## src/hdl/bvm_pkg.sv

```systemverilog
// Shared types, widths and constants of the battery voltage monitor.
`default_nettype none

package bvm_pkg;

  // Field and register widths
  localparam int RAW_W      = 12;
  localparam int REF_W      = 12;
  localparam int DIV_W      = 14;
  localparam int ALPHA_W    = 9;
  localparam int MV_W       = 16;
  localparam int HYS_W      = 12;
  localparam int CNT_W      = 8;
  localparam int LVL_W      = 2;
  localparam int CFG_IDX_W  = 3;
  localparam int CFG_DATA_W = 16;

  // ADC full scale is an all-ones code, so the divide by it is a
  // reciprocal shift-and-add with one correction step.
  localparam int ADC_FS_BITS    = 12;
  localparam int ADC_FULL_SCALE = (1 << ADC_FS_BITS) - 1;

  localparam int GRACE_TICKS = 500;
  localparam int GRACE_W     = (GRACE_TICKS > 0) ? $clog2(GRACE_TICKS + 1) : 1;

  localparam int MV_SCALE   = 10000;
  localparam int PIN_PROD_W = RAW_W + REF_W;
  localparam int PIN_W      = REF_W;
  localparam int BAT_PROD_W = $clog2(((1 << REF_W) - 1) * MV_SCALE + 1);
  localparam int DCNT_W     = $clog2(BAT_PROD_W + 1);

  localparam int EMA_SHIFT  = 8;
  localparam int ALPHA_ONE  = 1 << EMA_SHIFT;
  localparam int EMA_ROUND  = 1 << (EMA_SHIFT - 1);
  localparam int EMA_PROD_W = ALPHA_W + MV_W;
  localparam int EMA_SUM_W  = EMA_PROD_W + 1;

  localparam int IN_TDATA_W  = ((RAW_W + 7) / 8) * 8;
  localparam int OUT_TDATA_W = ((MV_W + LVL_W + 7) / 8) * 8;

  typedef enum logic [LVL_W-1:0] {
    LVL_UNKNOWN = 2'd0,
    LVL_NORMAL  = 2'd1,
    LVL_WARN    = 2'd2,
    LVL_STOP    = 2'd3
  } lvl_t;

  typedef enum logic [CFG_IDX_W-1:0] {
    CFG_REF_MV     = 3'd0,
    CFG_DIV_RATIO  = 3'd1,
    CFG_ALPHA      = 3'd2,
    CFG_DISC_MV    = 3'd3,
    CFG_STOP_MV    = 3'd4,
    CFG_WARN_MV    = 3'd5,
    CFG_HYS_MV     = 3'd6,
    CFG_CONFIRM    = 3'd7
  } cfg_idx_t;

  typedef enum logic [3:0] {
    ST_IDLE,
    ST_PIN_MUL,
    ST_PIN_DIV,
    ST_BAT_MUL,
    ST_DIV_START,
    ST_DIV_WAIT,
    ST_EMA_MUL,
    ST_EMA_SUM,
    ST_CLASSIFY,
    ST_EMIT
  } ctrl_state_t;

  typedef struct packed {
    logic load_sample;
    logic pin_mul;
    logic pin_div;
    logic bat_mul;
    logic div_start;
    logic ema_mul;
    logic ema_sum;
    logic classify;
    logic emit;
  } dp_cmd_t;

  typedef struct packed {
    logic div_done;
    logic out_free;
  } dp_sts_t;

endpackage

`default_nettype wire

```

## src/hdl/bvm_div.sv

```systemverilog
// Restoring divider, one quotient bit per cycle, for battery millivolts.
`default_nettype none

module bvm_div
  import bvm_pkg::*;
(
  input  wire logic                  clk,
  input  wire logic                  rst_n,
  input  wire logic                  start,
  input  wire logic [BAT_PROD_W-1:0] dividend,
  input  wire logic [DIV_W-1:0]      divisor,
  output logic                       done,
  output logic [BAT_PROD_W-1:0]      quotient
);

  logic [DIV_W-1:0]      rem_r, rem_nxt;
  logic [BAT_PROD_W-1:0] quo_r, quo_nxt;
  logic [DCNT_W-1:0]     cnt_r, cnt_nxt;
  logic                  busy_r, busy_nxt;
  logic                  done_r, done_nxt;
  logic [DIV_W:0]        shifted;
  logic                  fits;

  always_comb begin
    shifted  = {rem_r, quo_r[BAT_PROD_W-1]};
    fits     = (shifted >= {1'b0, divisor});
    rem_nxt  = rem_r;
    quo_nxt  = quo_r;
    cnt_nxt  = cnt_r;
    busy_nxt = busy_r;
    done_nxt = 1'b0;
    if (start) begin
      rem_nxt  = '0;
      quo_nxt  = dividend;
      cnt_nxt  = DCNT_W'(BAT_PROD_W);
      busy_nxt = 1'b1;
    end else if (busy_r) begin
      rem_nxt = fits ? DIV_W'(shifted - {1'b0, divisor}) : shifted[DIV_W-1:0];
      quo_nxt = {quo_r[BAT_PROD_W-2:0], fits};
      cnt_nxt = cnt_r - 1'b1;
      if (cnt_r == DCNT_W'(1)) begin
        busy_nxt = 1'b0;
        done_nxt = 1'b1;
      end
    end
  end

  always_ff @(posedge clk) begin
    if (!rst_n) begin
      cnt_r  <= '0;
      busy_r <= 1'b0;
      done_r <= 1'b0;
    end else begin
      cnt_r  <= cnt_nxt;
      busy_r <= busy_nxt;
      done_r <= done_nxt;
    end
    rem_r <= rem_nxt;
    quo_r <= quo_nxt;
  end

  assign done     = done_r;
  assign quotient = quo_r;

endmodule

`default_nettype wire

```

## src/hdl/bvm_dp.sv

```systemverilog
// Datapath: scaling, EMA filter, classifier state, config and result registers.
`default_nettype none

module bvm_dp
  import bvm_pkg::*;
(
  input  wire logic                   clk,
  input  wire logic                   rst_n,
  input  wire dp_cmd_t                cmd,
  output dp_sts_t                     sts,
  input  wire logic [IN_TDATA_W-1:0]  in_tdata,
  output logic                        out_tvalid,
  input  wire logic                   out_tready,
  output logic [OUT_TDATA_W-1:0]      out_tdata,
  input  wire logic                   cfg_we,
  input  wire logic [CFG_IDX_W-1:0]   cfg_index,
  input  wire logic [CFG_DATA_W-1:0]  cfg_wdata
);

  // Configuration
  logic [REF_W-1:0]   ref_mv_r;
  logic [DIV_W-1:0]   div_ratio_r;
  logic [ALPHA_W-1:0] alpha_r;
  logic [MV_W-1:0]    disc_mv_r, stop_mv_r, warn_mv_r;
  logic [HYS_W-1:0]   hys_mv_r;
  logic [CNT_W-1:0]   confirm_cnt_r;

  always_ff @(posedge clk) begin
    if (!rst_n) begin
      ref_mv_r      <= REF_W'(3300);
      div_ratio_r   <= DIV_W'(2500);
      alpha_r       <= ALPHA_W'(32);
      disc_mv_r     <= MV_W'(1000);
      stop_mv_r     <= MV_W'(9000);
      warn_mv_r     <= MV_W'(9500);
      hys_mv_r      <= HYS_W'(200);
      confirm_cnt_r <= CNT_W'(3);
    end else if (cfg_we) begin
      unique case (cfg_idx_t'(cfg_index))
        CFG_REF_MV:    ref_mv_r      <= cfg_wdata[REF_W-1:0];
        CFG_DIV_RATIO: div_ratio_r   <= cfg_wdata[DIV_W-1:0];
        CFG_ALPHA:     alpha_r       <= cfg_wdata[ALPHA_W-1:0];
        CFG_DISC_MV:   disc_mv_r     <= cfg_wdata[MV_W-1:0];
        CFG_STOP_MV:   stop_mv_r     <= cfg_wdata[MV_W-1:0];
        CFG_WARN_MV:   warn_mv_r     <= cfg_wdata[MV_W-1:0];
        CFG_HYS_MV:    hys_mv_r      <= cfg_wdata[HYS_W-1:0];
        CFG_CONFIRM:   confirm_cnt_r <= cfg_wdata[CNT_W-1:0];
      endcase
    end
  end

  // Scaling chain
  logic [RAW_W-1:0]       raw_r;
  logic [PIN_PROD_W-1:0]  pin_prod_r;
  logic [PIN_W-1:0]       pin_r;
  logic [BAT_PROD_W-1:0]  bat_prod_r;
  logic [MV_W-1:0]        now_r;
  logic [EMA_PROD_W-1:0]  new_prod_r;

  // Divide by all-ones full scale: estimate, then correct by at most one.
  logic [PIN_PROD_W:0]    fs_sum;
  logic [PIN_PROD_W:0]    fs_est;
  logic [PIN_PROD_W:0]    fs_back;
  logic [PIN_PROD_W:0]    fs_rem;
  logic [PIN_PROD_W:0]    fs_quo;

  always_comb begin
    fs_sum  = {1'b0, pin_prod_r} + (PIN_PROD_W+1)'(pin_prod_r >> ADC_FS_BITS);
    fs_est  = fs_sum >> ADC_FS_BITS;
    fs_back = (fs_est << ADC_FS_BITS) - fs_est;
    fs_rem  = {1'b0, pin_prod_r} - fs_back;
    fs_quo  = (fs_rem >= (PIN_PROD_W+1)'(ADC_FULL_SCALE)) ? fs_est + 1'b1 : fs_est;
  end

  logic                  div_done;
  logic [BAT_PROD_W-1:0] div_quo;

  bvm_div u_div (
    .clk      (clk),
    .rst_n    (rst_n),
    .start    (cmd.div_start),
    .dividend (bat_prod_r),
    .divisor  (div_ratio_r),
    .done     (div_done),
    .quotient (div_quo)
  );

  // Saturate battery millivolts; a zero ratio reads as full scale too
  logic [MV_W-1:0]    now_sat;
  logic [ALPHA_W-1:0] alpha_eff;
  logic [ALPHA_W-1:0] alpha_rest;

  always_comb begin
    if (div_ratio_r == '0 || div_quo > BAT_PROD_W'({MV_W{1'b1}})) begin
      now_sat = {MV_W{1'b1}};
    end else begin
      now_sat = div_quo[MV_W-1:0];
    end
    alpha_eff  = (alpha_r > ALPHA_W'(ALPHA_ONE)) ? ALPHA_W'(ALPHA_ONE) : alpha_r;
    alpha_rest = ALPHA_W'(ALPHA_ONE) - alpha_eff;
  end

  // Filter and classifier state
  logic [MV_W-1:0]    filt_r, filt_nxt;
  logic               primed_r, primed_nxt;
  logic [GRACE_W-1:0] grace_r, grace_nxt;
  logic [CNT_W-1:0]   confirm_r, confirm_nxt;
  lvl_t               lvl_r, lvl_nxt;
  logic [EMA_SUM_W-1:0] ema_sum;

  lvl_t               verdict;
  logic [MV_W:0]      mv_ext, stop_hys, warn_hys;
  logic [CNT_W-1:0]   confirm_inc;

  always_comb begin
    mv_ext   = {1'b0, filt_r};
    stop_hys = {1'b0, stop_mv_r} + (MV_W+1)'(hys_mv_r);
    warn_hys = {1'b0, warn_mv_r} + (MV_W+1)'(hys_mv_r);
    if (filt_r < disc_mv_r) begin
      verdict = LVL_UNKNOWN;
    end else begin
      unique case (lvl_r)
        LVL_STOP: verdict = (mv_ext >= stop_hys) ? LVL_WARN : LVL_STOP;
        LVL_WARN: begin
          if (filt_r <= stop_mv_r)    verdict = LVL_STOP;
          else if (mv_ext >= warn_hys) verdict = LVL_NORMAL;
          else                        verdict = LVL_WARN;
        end
        LVL_UNKNOWN, LVL_NORMAL: begin
          if (filt_r <= stop_mv_r)      verdict = LVL_STOP;
          else if (filt_r <= warn_mv_r) verdict = LVL_WARN;
          else                          verdict = LVL_NORMAL;
        end
      endcase
    end
    confirm_inc = (confirm_r < confirm_cnt_r) ? confirm_r + 1'b1 : confirm_r;
  end

  always_comb begin
    ema_sum     = EMA_SUM_W'(new_prod_r) + EMA_SUM_W'(alpha_rest) * EMA_SUM_W'(filt_r)
                + EMA_SUM_W'(EMA_ROUND);
    filt_nxt    = filt_r;
    primed_nxt  = primed_r;
    grace_nxt   = grace_r;
    confirm_nxt = confirm_r;
    lvl_nxt     = lvl_r;
    if (cmd.ema_sum) begin
      primed_nxt = 1'b1;
      filt_nxt   = primed_r ? ema_sum[EMA_SHIFT +: MV_W] : now_r;
    end
    if (cmd.classify) begin
      if (grace_r != '0) begin
        grace_nxt = grace_r - 1'b1;
        lvl_nxt   = LVL_UNKNOWN;
      end else if (verdict == LVL_STOP && lvl_r != LVL_STOP) begin
        confirm_nxt = confirm_inc;
        lvl_nxt     = (confirm_inc < confirm_cnt_r) ? LVL_WARN : LVL_STOP;
      end else if (verdict != LVL_STOP) begin
        confirm_nxt = '0;
        lvl_nxt     = verdict;
      end else begin
        lvl_nxt = verdict;
      end
    end
  end

  always_ff @(posedge clk) begin
    if (!rst_n) begin
      filt_r    <= '0;
      primed_r  <= 1'b0;
      grace_r   <= GRACE_W'(GRACE_TICKS);
      confirm_r <= '0;
      lvl_r     <= LVL_UNKNOWN;
    end else begin
      filt_r    <= filt_nxt;
      primed_r  <= primed_nxt;
      grace_r   <= grace_nxt;
      confirm_r <= confirm_nxt;
      lvl_r     <= lvl_nxt;
    end
  end

  always_ff @(posedge clk) begin
    if (cmd.load_sample) raw_r      <= in_tdata[RAW_W-1:0];
    if (cmd.pin_mul)     pin_prod_r <= PIN_PROD_W'(raw_r) * PIN_PROD_W'(ref_mv_r);
    if (cmd.pin_div)     pin_r      <= fs_quo[PIN_W-1:0];
    if (cmd.bat_mul)     bat_prod_r <= BAT_PROD_W'(pin_r) * BAT_PROD_W'(MV_SCALE);
    if (cmd.ema_mul) begin
      now_r      <= now_sat;
      new_prod_r <= EMA_PROD_W'(alpha_eff) * EMA_PROD_W'(now_sat);
    end
  end

  // Result register
  logic                   out_valid_r;
  logic [OUT_TDATA_W-1:0] out_data_r;

  always_ff @(posedge clk) begin
    if (!rst_n) begin
      out_valid_r <= 1'b0;
    end else if (cmd.emit) begin
      out_valid_r <= 1'b1;
    end else if (out_tready) begin
      out_valid_r <= 1'b0;
    end
    if (cmd.emit) begin
      out_data_r <= OUT_TDATA_W'({lvl_r, filt_r});
    end
  end

  assign out_tvalid   = out_valid_r;
  assign out_tdata    = out_data_r;
  assign sts.div_done = div_done;
  assign sts.out_free = !out_valid_r || out_tready;

endmodule

`default_nettype wire

```

## src/hdl/bvm_ctrl.sv

```systemverilog
// Controller state machine that sequences one sample through the datapath.
`default_nettype none

module bvm_ctrl
  import bvm_pkg::*;
(
  input  wire logic    clk,
  input  wire logic    rst_n,
  input  wire logic    in_tvalid,
  output logic         in_tready,
  output dp_cmd_t      cmd,
  input  wire dp_sts_t sts
);

  ctrl_state_t state_r, state_nxt;

  always_ff @(posedge clk) begin
    if (!rst_n) begin
      state_r <= ST_IDLE;
    end else begin
      state_r <= state_nxt;
    end
  end

  always_comb begin
    state_nxt = state_r;
    cmd       = '0;
    in_tready = 1'b0;
    unique case (state_r)
      ST_IDLE: begin
        in_tready       = 1'b1;
        cmd.load_sample = in_tvalid;
        if (in_tvalid) state_nxt = ST_PIN_MUL;
      end
      ST_PIN_MUL: begin
        cmd.pin_mul = 1'b1;
        state_nxt   = ST_PIN_DIV;
      end
      ST_PIN_DIV: begin
        cmd.pin_div = 1'b1;
        state_nxt   = ST_BAT_MUL;
      end
      ST_BAT_MUL: begin
        cmd.bat_mul = 1'b1;
        state_nxt   = ST_DIV_START;
      end
      ST_DIV_START: begin
        cmd.div_start = 1'b1;
        state_nxt     = ST_DIV_WAIT;
      end
      ST_DIV_WAIT: begin
        if (sts.div_done) state_nxt = ST_EMA_MUL;
      end
      ST_EMA_MUL: begin
        cmd.ema_mul = 1'b1;
        state_nxt   = ST_EMA_SUM;
      end
      ST_EMA_SUM: begin
        cmd.ema_sum = 1'b1;
        state_nxt   = ST_CLASSIFY;
      end
      ST_CLASSIFY: begin
        cmd.classify = 1'b1;
        state_nxt    = ST_EMIT;
      end
      ST_EMIT: begin
        if (sts.out_free) begin
          cmd.emit  = 1'b1;
          state_nxt = ST_IDLE;
        end
      end
      default: state_nxt = ST_IDLE;
    endcase
  end

endmodule

`default_nettype wire

```

## src/hdl/battery_voltage_monitor_core.sv

```systemverilog
// Top level of the battery voltage monitor: controller plus datapath.
//
//  channel  | ports                       | item contents (lowest bit first)
//  ---------+-----------------------------+-----------------------------------
//  input    | in_tvalid/in_tready/tdata   | raw_sample[11:0], zero pad to 16
//  result   | out_tvalid/out_tready/tdata | battery_mv[15:0], battery_state[1:0],
//           |                             | zero pad to 24
//  config   | cfg_we/cfg_index/cfg_wdata  | register index 0..7, value in low bits
//
// From acceptance to result an item is scaled, divided by the divider ratio in a
// restoring division, filtered and classified; the division is the longest step.
// One item is in flight at a time; the next is taken while the result waits.
// rst_n is synchronous, active low, and restores the register defaults,
// a cleared filter, an unknown state and the full start-up grace count.
// A stalled result holds the controller in its last step until taken.
`default_nettype none

module battery_voltage_monitor_core
  import bvm_pkg::*;
(
  input  wire logic                  clk,
  input  wire logic                  rst_n,
  // raw_sample[11:0]
  input  wire logic [IN_TDATA_W-1:0] in_tdata,
  input  wire logic                  in_tvalid,
  output logic                       in_tready,
  // battery_mv[15:0], battery_state[17:16]
  output logic [OUT_TDATA_W-1:0]     out_tdata,
  output logic                       out_tvalid,
  input  wire logic                  out_tready,
  input  wire logic                  cfg_we,
  input  wire logic [CFG_IDX_W-1:0]  cfg_index,
  input  wire logic [CFG_DATA_W-1:0] cfg_wdata
);

  dp_cmd_t cmd;
  dp_sts_t sts;

  // Sequence the scaling, filter and classifier steps
  bvm_ctrl u_ctrl (
    .clk       (clk),
    .rst_n     (rst_n),
    .in_tvalid (in_tvalid),
    .in_tready (in_tready),
    .cmd       (cmd),
    .sts       (sts)
  );

  // Hold config, arithmetic, filter state and the result register
  bvm_dp u_dp (
    .clk        (clk),
    .rst_n      (rst_n),
    .cmd        (cmd),
    .sts        (sts),
    .in_tdata   (in_tdata),
    .out_tvalid (out_tvalid),
    .out_tready (out_tready),
    .out_tdata  (out_tdata),
    .cfg_we     (cfg_we),
    .cfg_index  (cfg_index),
    .cfg_wdata  (cfg_wdata)
  );

endmodule

`default_nettype wire
```

## config.mk

```make
export PLATFORM = sky130hd
export DESIGN_NAME = battery_voltage_monitor_core
export DESIGN_NICKNAME = d
export VERILOG_FILES = /design/src/hdl/bvm_pkg.sv /design/src/hdl/bvm_div.sv /design/src/hdl/bvm_dp.sv /design/src/hdl/bvm_ctrl.sv /design/src/hdl/battery_voltage_monitor_core.sv
export SDC_FILE = /design/constraint.sdc
export NUM_CORES = 2
export LEC_CHECK = 0
export BUFFER_PORTS_ARGS = -buffer_cell sky130_fd_sc_hd__buf_2
export CAP_MARGIN = 20
export CORE_MARGIN = 4
export CORE_UTILIZATION = 59
export DETAILED_ROUTE_END_ITERATION = 16
export GPL_ROUTABILITY_DRIVEN = 0
export PLACE_DENSITY_LB_ADDON = 0.12
export SLEW_MARGIN = 25
export SYNTH_ARGS = -nofsm -noshare
export SYNTH_HDL_FRONTEND = slang
export SYNTH_SLANG_ARGS = --single-unit
```

## constraint.sdc

```tcl
create_clock -name clk -period 14.25 [get_ports clk]
set_input_delay 1.425 -clock clk [delete_from_list [all_inputs] [get_ports clk]]
set_output_delay 1.425 -clock clk [all_outputs]
set_load 0.01 [all_outputs]
```

==> flow_summary.ini <==
[logic_synthesis]
synth_area_per_cell_sq_um = 9.01
ys_warn_count = 0
synth_top_area_share = 0.203
yosysSeqAreaShare = 0.235
synth-seq-cells = 319
synth_top_area_cell = fa_1
synth_area_leaders = fa_1, ha_1, edfxtp_1, dfxtp_1, inv_1
synth_edf_count = 154
synth_ff_type = dfxtp_1
ys_types = 84
syn_area_sq_um = 33800
synth_async_sr_flop_share = 0
synth_cells = 3751

[global_routing]
grt_pass1_wl_mm = 127
grt_max_degree = 86
grt_pass1_vias = 24900
grt_use_total = 0.256
overflow = 0
antenna_found_initial = 0

[sta]
setup_viol = 0
fin_crit_sh = 0.567
setup_tns_ns = 0
period_needed_ns = 8.07
drv_slew = 0
fin_skew_ns = 0.0303
rsz0062_at_grt = no
worstMarginPinSlew_ns = 1.04
fmax_mhz = 124
relSlewSlack = 0.303
finalHoldViolCount = 0

[min_path]
min_to = u_dp.disc_mv_r[10]$_SDFFE_PN0P_
hold_class = flop to flop
worstHoldStart = u_dp.disc_mv_r[10]$_SDFFE_PN0P_
worstHoldPathCells = 2

[placement]
place_inst = 4455
port_buffers = 55
placed_cell_area_sq_um = 34700
hpwlAfterDp_mm = 57.8

[critical_path]
ff2ff_path_depth = 26
crit_path_start = u_dp.alpha_r[8]$_SDFFE_PN0P_
path_class = flop to flop
r2r_end = u_dp.filt_r[15]$_SDFFE_PN0P_
cp-start-kind = flop
cp.required_ns = 14.67
worst_ep_arrival_time_ns = 8.50
regToRegStartpoint = u_dp.alpha_r[8]$_SDFFE_PN0P_
rrSetupSlack_ns = 6.18
worstPathMaxFanout = 33
critPathCaptureType = flop

[cts]
cts_tree = done
clk_latency_ns = 0.57
cts_root_buf = clkbuf_16
cts_hold_buffers = 0
cts-buffers-inserted = 39
clkTransAtPathRegs_ns = 0.06
cts_setup_buffers = 0
clock_sinks = 319
cts_buffer_depth = 3
cts_htree_levels = 2
cts_resized = 0

[power]
swShare = 0.411
ir_worst_vdd_v = 0.000241
cellLeakagePower_nw = 17.3
power_w = 0.00524
power_frac_seq = 0.241
p_int_w = 0.00309
p_clk_frac = 0.202
switchingPower_w = 0.00215
combinationalPowerShare = 0.558
power_density_nw_per_um2 = 145

[die]
coreArea_sq_um = 56500
initial_core_util = 0.598
rows = 87
num_io_pins = 66
fp.dieH_um = 247
die_w_um = 247
die_area_sq_um = 61200

[routing]
vias_per_cell = 5.53
route.detailed.drc = 0
totalWireLength_mm = 75.3
drt_iter0_markers = 1216
ant_nets = 0
drtPass1Iterations = 5
wl_per_cell_um = 16.6
num_vias = 25000

[final_layout]
drive_gt1_frac = 0.0552
num_antenna_cells = 0
layout_common_cells = inv_1, nand2_1, ha_1, fa_1, nor2_1
fillers = 4748
postLayoutCoreUtil = 0.639
fin_area_sq_um = 36100
fin_cells = 4527
final_common_cell = inv_1
syn2layout_area_growth_pct = 6.91
final_nets = 4540

[status]
outcome = complete, no violations

[run]
drv_cap = 0
cells in the mapped netlist (5+ instances only):
cell	number
nand2_1	533
mux2_2	23
xor2_1	41
fa_1	342
nor3_1	51
ha_1	418
nor2_1	205
nor4_1	10
or2_2	9
and3_1	23
o211a_1	10
dfxtp_1	165
nand2b_1	40
a211oi_1	16
a21o_1	47
and2_1	127
a211o_1	5
o21ai_0	93
mux2i_1	27
nor2b_1	46
edfxtp_1	154
nand4_1	37
a31oi_1	20
or3_1	14
o211ai_1	37
a21boi_0	76
o21bai_1	18
buf_1	13
clkbuf_1	109
inv_1	620
nand3_1	55
a41oi_1	5
a21oi_1	117
xnor2_1	114
o31ai_1	6
o21a_1	24
buf_4	15
kinds of logic (layout without fill, tap and decap cells):
kind of cell | Yosys count | in the layout | share of synthesized area
other cells | 1 | 6 | 0.000111
flops | 319 | 319 | 0.235
compound gates | 525 | 525 | 0.104
mux | 50 | 50 | 0.0157
fa+ha+maj | 760 | 760 | 0.357
simple gates | 1176 | 1176 | 0.161
buf+inv | 765 | 780 | 0.0871
xor+xnor | 155 | 155 | 0.0402
power by group through the flow:
stage               Combinational (W)  Clock, W  Sequential (W)
global route                  0.00335   0.00112         0.00127
CTS                           0.00293   0.00108         0.00126
global placement              0.00287         0         0.00128
floorplan                     0.00236         0         0.00123
detailed placement            0.00290         0         0.00128
finish                        0.00292   0.00106         0.00126
critical path, cell delays in order, from the launching register on:
cell and delay, ns:
dfxtp_1 0.30, buf_4 0.23, nor2b_2 0.16, buf_4 0.40, inv_1 0.25, ha_1 0.30
xnor2_2 0.79, nand2_1 0.20, fa_1 0.59, inv_1 0.05, fa_1 0.45, ha_1 0.29
inv_1 0.05, fa_1 0.54, inv_1 0.06, fa_1 0.49, ha_1 0.24, or3_1 0.36
a31oi_1 0.28, o211ai_2 0.19, o211ai_1 0.27, a31oi_1 0.20, o2111ai_2 0.29, a31oi_1 0.24
or4_1 0.52, nand3_1 0.08, o211ai_1 0.08
final cells by class:
type / count / area (sq um) / area share
repair buffers: 86 / 531 / 0.0147
flip-flops and latches: 319 / 7930 / 0.220
multi-input cells: 2672 / 23000 / 0.637
clock buffers: 53 / 1140 / 0.0316
clock inverters: 19 / 240 / 0.00665
well taps: 756 / 946 / 0.0262
inverters: 622 / 2330 / 0.0646
worst max path at each step:
stage / end / slack (ns) / cells past startpoint
after global placement: u_dp.filt_r[15]$_SDFFE_PN0P_ / 6.44 / 27
final: u_dp.filt_r[15]$_SDFFE_PN0P_ / 6.18 / 26
after global routing: u_dp.filt_r[14]$_SDFFE_PN0P_ / 5.74 / 26
after CTS: u_dp.filt_r[15]$_SDFFE_PN0P_ / 6.16 / 26
after detailed placement: u_dp.filt_r[14]$_SDFFE_PN0P_ / 6.26 / 28
after floorplan: u_dp.filt_r[15]$_SDFFE_PN0P_ / 7.50 / 26
per-layer routing:
| layer | vias to the layer above | track usage | wire [um] |
|---|---|---|---|
| li1 | 12200 | - | - |
| met1 | 12200 | 0.349 | 33500 |
| met2 | 555 | 0.432 | 36100 |
| met3 | 121 | 0.0361 | 3770 |
| met4 | 0 | 0.0669 | 1970 |
| met5 | - | 0 | 0 |
stage by stage:
| step | setup slack (ns) | hold slack, ns |
|---|---|---|
| 2_1_floorplan | 7.50 | 0.434 |
| 3_3_place_gp | 6.44 | 0.451 |
| 3_5_place_dp | 6.26 | 0.457 |
| 4_1_cts | 6.16 | 0.466 |
| 5_1_grt | 5.74 | 0.488 |
| 6_report | 6.18 | 0.462 |
registers in the layout, indices dropped and copies added (netlist names), 9 cells and up:
register	count
u_dp.alpha_r	9
u_dp.bat_prod_r	22
u_dp.disc_mv_r	16
u_dp.div_ratio_r	14
u_dp.filt_r	16
u_dp.grace_r	9
u_dp.hys_mv_r	12
u_dp.new_prod_r	24
u_dp.now_r	16
u_dp.out_tdata	18
u_dp.pin_prod_r	24
u_dp.pin_r	12
u_dp.raw_r	12
u_dp.ref_mv_r	12
u_dp.stop_mv_r	16
u_dp.u_div.quotient	26
u_dp.u_div.rem_r	14
u_dp.warn_mv_r	16
No activity file was read; power rests on OpenSTA's default activity.
